### src/rtl/core/assert_macros.svh
// Assertion macros for the core RTL.
`ifndef ASSERT_MACROS_SVH
`define ASSERT_MACROS_SVH
`ifndef NO_ASSERTIONS
// The property must hold at every clock edge outside reset.
`define PTGS_ASSERT(lbl, prop, msg) \
    lbl: assert property (@(posedge clk) disable iff (!rst_n) (prop)) else $error(msg);
// The condition must never be true outside reset.
`define PTGS_NEVER(lbl, cond, msg) \
    lbl: assert property (@(posedge clk) disable iff (!rst_n) !(cond)) else $error(msg);
`else
`define PTGS_ASSERT(lbl, prop, msg)
`define PTGS_NEVER(lbl, cond, msg)
`endif
`endif

### src/rtl/core/ptgs_pkg.sv
// Types, codes and helpers shared by the point-to-grid splat block.
package ptgs_pkg;

    localparam int CFG_IDX_W = 3;

    localparam logic [CFG_IDX_W-1:0] REG_X_MIN       = 3'd0;
    localparam logic [CFG_IDX_W-1:0] REG_Y_MIN       = 3'd1;
    localparam logic [CFG_IDX_W-1:0] REG_Z_MIN       = 3'd2;
    localparam logic [CFG_IDX_W-1:0] REG_X_INV_PITCH = 3'd3;
    localparam logic [CFG_IDX_W-1:0] REG_Y_INV_PITCH = 3'd4;
    localparam logic [CFG_IDX_W-1:0] REG_GRAY_FACTOR = 3'd5;

    localparam logic [1:0] OP_SPLAT    = 2'd0;
    localparam logic [1:0] OP_READ     = 2'd1;
    localparam logic [1:0] OP_READ_CLR = 2'd2;
    // Spare code: taken and ignored, with no result.
    localparam logic [1:0] OP_NONE     = 2'd3;

    localparam logic [31:0] UNIT_Q16 = 32'h0001_0000;
    localparam logic [7:0]  GRAY_MAX = 8'd255;

    // Neighbor groups: each needs a row edge guard and a column edge guard.
    localparam logic [1:0] GRP_UP_LEFT    = 2'd0;
    localparam logic [1:0] GRP_DOWN_RIGHT = 2'd1;
    localparam logic [1:0] GRP_LEFT_DOWN  = 2'd2;
    localparam logic [1:0] GRP_RIGHT_UP   = 2'd3;

    localparam logic signed [1:0] NB_DR [8] = '{-2'sd1, 2'sd0, -2'sd1, 2'sd1,
                                                2'sd0, 2'sd1, 2'sd1, -2'sd1};
    localparam logic signed [1:0] NB_DC [8] = '{2'sd0, -2'sd1, -2'sd1, 2'sd0,
                                                2'sd1, 2'sd1, -2'sd1, 2'sd1};
    localparam logic [1:0] NB_GRP [8] = '{GRP_UP_LEFT, GRP_UP_LEFT, GRP_UP_LEFT,
                                          GRP_DOWN_RIGHT, GRP_DOWN_RIGHT,
                                          GRP_DOWN_RIGHT, GRP_LEFT_DOWN,
                                          GRP_RIGHT_UP};

    typedef struct packed {
        logic [31:0] x_min;
        logic [31:0] y_min;
        logic [31:0] z_min;
        logic [31:0] x_inv_pitch;
        logic [31:0] y_inv_pitch;
        logic [31:0] gray_factor;
    } cfg_t;

    typedef struct packed {
        logic [31:0] depth;
        logic [7:0]  gray;
        logic [7:0]  inten;
    } pixel_t;

    // Fill each plane only where it still holds its empty marker.
    function automatic pixel_t fill_pixel(input pixel_t old, input pixel_t nw,
                                          input logic [31:0] zmin);
        pixel_t res;
        res.depth = (old.depth == zmin) ? nw.depth : old.depth;
        res.gray  = (old.gray == 8'd0) ? nw.gray : old.gray;
        res.inten = (old.inten == 8'd0) ? nw.inten : old.inten;
        return res;
    endfunction

endpackage

### src/rtl/core/ptgs_ifs.sv


interface ptgs_cfg_if;
    logic        valid;
    logic        ready;
    logic [2:0]  index;
    logic [31:0] data;
    modport source (output valid, index, data, input ready);
    modport sink (input valid, index, data, output ready);
endinterface

### src/rtl/core/ptgs_cfg.sv
// Configuration register file of the point-to-grid splat block.
module ptgs_cfg (
    input  logic          clk,
    input  logic          rst_n,
    ptgs_cfg_if.sink      cfg,
    output ptgs_pkg::cfg_t regs
);
    import ptgs_pkg::*;

    cfg_t regs_reg;
    cfg_t regs_next;

    assign cfg.ready = 1'b1;
    assign regs = regs_reg;

    always_comb
    begin
        regs_next = regs_reg;
        if (cfg.valid)
        begin
            unique case (cfg.index)
                REG_X_MIN:       regs_next.x_min = cfg.data;
                REG_Y_MIN:       regs_next.y_min = cfg.data;
                REG_Z_MIN:       regs_next.z_min = cfg.data;
                REG_X_INV_PITCH: regs_next.x_inv_pitch = cfg.data;
                REG_Y_INV_PITCH: regs_next.y_inv_pitch = cfg.data;
                REG_GRAY_FACTOR: regs_next.gray_factor = cfg.data;
                default:         regs_next = regs_reg;
            endcase
        end
    end

    always_ff @(posedge clk or negedge rst_n)
    begin
        if (!rst_n)
        begin
            regs_reg <= '{x_min: 32'd0, y_min: 32'd0, z_min: 32'd0,
                          x_inv_pitch: UNIT_Q16, y_inv_pitch: UNIT_Q16,
                          gray_factor: UNIT_Q16};
        end
        else
        begin
            regs_reg <= regs_next;
        end
    end
endmodule

### src/flat_wrapper.sv
// flat-port wrapper written by rule: the top's interface ports become plain ports
module ptgs_cfg_flat import ptgs_pkg::*;
  (clk, rst_n, regs, cfg_valid, cfg_index, cfg_data, cfg_ready);
  ptgs_cfg_if cfg_i ();
  input  logic clk;
  input  logic rst_n;
  output ptgs_pkg::cfg_t regs;
  input wire logic [$bits(cfg_i.valid)-1:0] cfg_valid;
  input wire logic [$bits(cfg_i.index)-1:0] cfg_index;
  input wire logic [$bits(cfg_i.data)-1:0] cfg_data;
  output wire logic [$bits(cfg_i.ready)-1:0] cfg_ready;
  assign cfg_i.valid = cfg_valid;
  assign cfg_i.index = cfg_index;
  assign cfg_i.data = cfg_data;
  assign cfg_ready = cfg_i.ready;
  ptgs_cfg u_core (.clk(clk), .rst_n(rst_n), .cfg(cfg_i), .regs(regs));
endmodule
### config.mk
export PLATFORM = sky130hd
export DESIGN_NAME = ptgs_cfg_flat
export DESIGN_NICKNAME = d
export VERILOG_FILES = /design/src/rtl/core/assert_macros.svh /design/src/rtl/core/ptgs_pkg.sv /design/src/rtl/core/ptgs_ifs.sv /design/src/rtl/core/ptgs_cfg.sv /design/src/flat_wrapper.sv
export SDC_FILE = /design/constraint.sdc
export NUM_CORES = 1
export LEC_CHECK = 0
export ABC_AREA = 1
export BUFFER_PORTS_ARGS = -buffer_cell sky130_fd_sc_hd__buf_2
export CAP_MARGIN = 0
export CORE_UTILIZATION = 35
export DETAILED_ROUTE_END_ITERATION = 12
export PLACE_DENSITY = 0.69
export SLEW_MARGIN = 20
export SYNTH_ARGS = -nofsm -noshare
export SYNTH_HDL_FRONTEND = slang
export SYNTH_SLANG_ARGS = --single-unit
### constraint.sdc
create_clock -name clk -period 2.03 [get_ports clk]
set_input_delay 0.609 -clock clk [delete_from_list [all_inputs] [get_ports clk]]
set_output_delay 0.609 -clock clk [all_outputs]
set_load 0.02 [all_outputs]
==> flow_summary.ini <==
[yosys]
syn_area_per_cell_um2 = 8.87
ys_ff_latch = 192
synth_nets = 880
netlist-cell-type-count = 14
syn_area_um2 = 7470
synth-warning-count = 0
synthCells = 842
yosysSeqAreaShare_pct = 64.4

[final_layout]
nFillCells = 2088
final_cells = 1359
drive_gt1_share_pct = 28.0
stdcell_area_um2 = 9640
area_growth_pct = 29.1
nets = 1108
largest_register_ffs = 192

[cts]
insertion_delay_ps = 420
hold_buffers = 0
clkTransAtPathRegs_ps = 70
clkSinkCount = 192
clockBufferDepth = 2
cts-root-buf = clkbuf_16
cts_resized = 0
numCtsBuffers = 17
htreeDepth = 4
cts_setup_buffers = 0
cts_tree = built

[floorplan]
io-pin-count = 231
die_area_um2 = 21900
start_util_pct = 35.6
die_w_um = 148
num_rows = 53
die_h_um = 148
coreArea_um2 = 21000

[global_route]
grt_pass1_vias = 5972
grt_usage_pct = 22.0
grt_pass1_wl_um = 36000
grt.overflow.total = 0
grt_max_degree = 52
antenna_found_initial = 1

[timing]
slew_violations = 0
timing.fmax_mhz = 574
setup_tns_ps = 0
hold_viol_final = 0
finClkSkew_ps = 0
rsz0062_at_grt = false
hold_ws_ps = 147
setup_violations = 0
min_period_ps = 1740
post-route-period-util_pct = 85.8

[power]
internal_power_mw = 7.18
clockPowerShare_pct = 29.7
pwr-share-seq_pct = 45.0
leakagePower_nw = 5.54
switchingPower_mw = 3.83
power_density_nw_per_um2 = 1140
pwr-share-comb_pct = 25.3
ir_drop_v = 0.000519
swShare_pct = 34.8

[setup_path]
critical_path.max_stage_delay_ps = 540
end_kind = output pin
critPathLaunch = u_core.regs[48]
path_max_fanout = 2
cp_top_family = flip-flops
crit_required_ps = 1420
critPathKind = register to output pin
cp.arrival_ps = 1130
r2r_slack_ps = 1320
crit_buf_inv = 1
startpoint_type = register
r2r-start = u_core.regs[80]
cpMaxStageDelayCell = dfstp_2
worstPathCellList = buf_2

[routing]
dr_wl_met3_um = 1580
drt_iter0_markers = 440
wl_per_cell_um = 17.6
ant_nets = 0
routed_wl_um = 23900
wl_met2_um = 11600
wl_met1_um = 10300
vias_per_cell = 4.83
drtPass1Iterations = 5
highest_layer = met4
drc = 0
vias = 6562

[placed_design]
io_buffers = 229
place_area_um2 = 9070
place.gp.congestion = 0.835
dpl.hpwl_um = 16200
dpl.cell_count = 1326

[run_status]
status = complete, no violations

[flow_run]
cap_violations = 0

[worst_hold_path]
min_path_type = input port to asynchronous set/reset pin
## cells in the mapped netlist
cell	number	share of area [%]
buf_1	2	0.10
buf_2	30	2.0
buf_4	2	0.20
clkbuf_1	17	0.85
conb_1	1	0.050
dfrtp_1	189	63
dfstp_2	3	1.1
inv_1	2	0.10
inv_2	4	0.20
nand2_1	458	23
nand3_1	128	8.6
nor2_1	3	0.15
nor2_2	2	0.17
nor2_4	1	0.15
## layout by cell type, fill, tap and decap left out
cell type and n:
buf_12 7, buf_2 228, buf_4 24, bufinv_16 1
clkbuf_1 2, clkbuf_16 17, clkbuf_8 3, clkinv_2 2
clkinv_4 4, clkinvlp_4 2, conb_1 1, dfrtp_1 189
dfstp_2 3, diode_2 1, inv_1 2, inv_2 4
inv_6 2, nand2_1 458, nand3_1 128, nor2_2 2
nor2_4 4
## layout make-up
type	count	area, um2	area share, %
clock buffers	21	460	4.78
flip-flops and latches	192	4810	49.9
repair buffers	260	1480	15.3
clock inverters	11	108	1.12
diodes	1	2.50	0.0260
well taps	275	344	3.57
inverters	6	22.5	0.234
multi-input cells	593	2420	25.1
## routing by layer
metal / GRT usage (%) / vias to the layer above
li1: - / 3094
met1: 30.2 / 3189
met2: 35.1 / 258
met3: 4.39 / 21
met4: 6.96 / 0
met5: 0 / -
## path summary, 6_finish.rpt
check                             endpoint  depth (start not counted)
setup reg to reg           u_core.regs[80]                          2
hold reg to reg            u_core.regs[57]                          2
min in group clk           u_core.regs[57]                          2
setup / recovery                  regs[48]                          1
hold / removal             u_core.regs[95]                          1
max in group asynchronous  u_core.regs[16]                          2
## cells by family (layout without fill, tap and decap cells)
family        Yosys count  after routing  share of synthesized area [%]
buf+inv                57            298                           3.47
flops                 192            192                           64.4
other cells             1              2                         0.0502
simple gates          592            592                           32.1
## power groups by stage
stage / clock, mW / sequential, mW / combinational [mW]
global placement: 0 / 5.00 / 2.76
floorplan: 0 / 5.89 / 0.662
detailed placement: 0 / 5.00 / 2.82
finish: 3.27 / 4.95 / 2.78
CTS: 3.34 / 4.95 / 2.81
global route: 3.49 / 5.03 / 3.02
## per-stage QoR
step | power [mW] | worst slack, ps | util [%]
after floorplan | 6.55 | 690 | -
after global placement | 7.76 | 397 | 43.3
after detailed placement | 7.82 | 343 | 43.3
after CTS | 11.1 | 272 | 46.0
after global routing | 11.5 | 256 | 46.0
final | 11.0 | 288 | 46.0
Note: power is estimated with default switching activity, not from simulation.
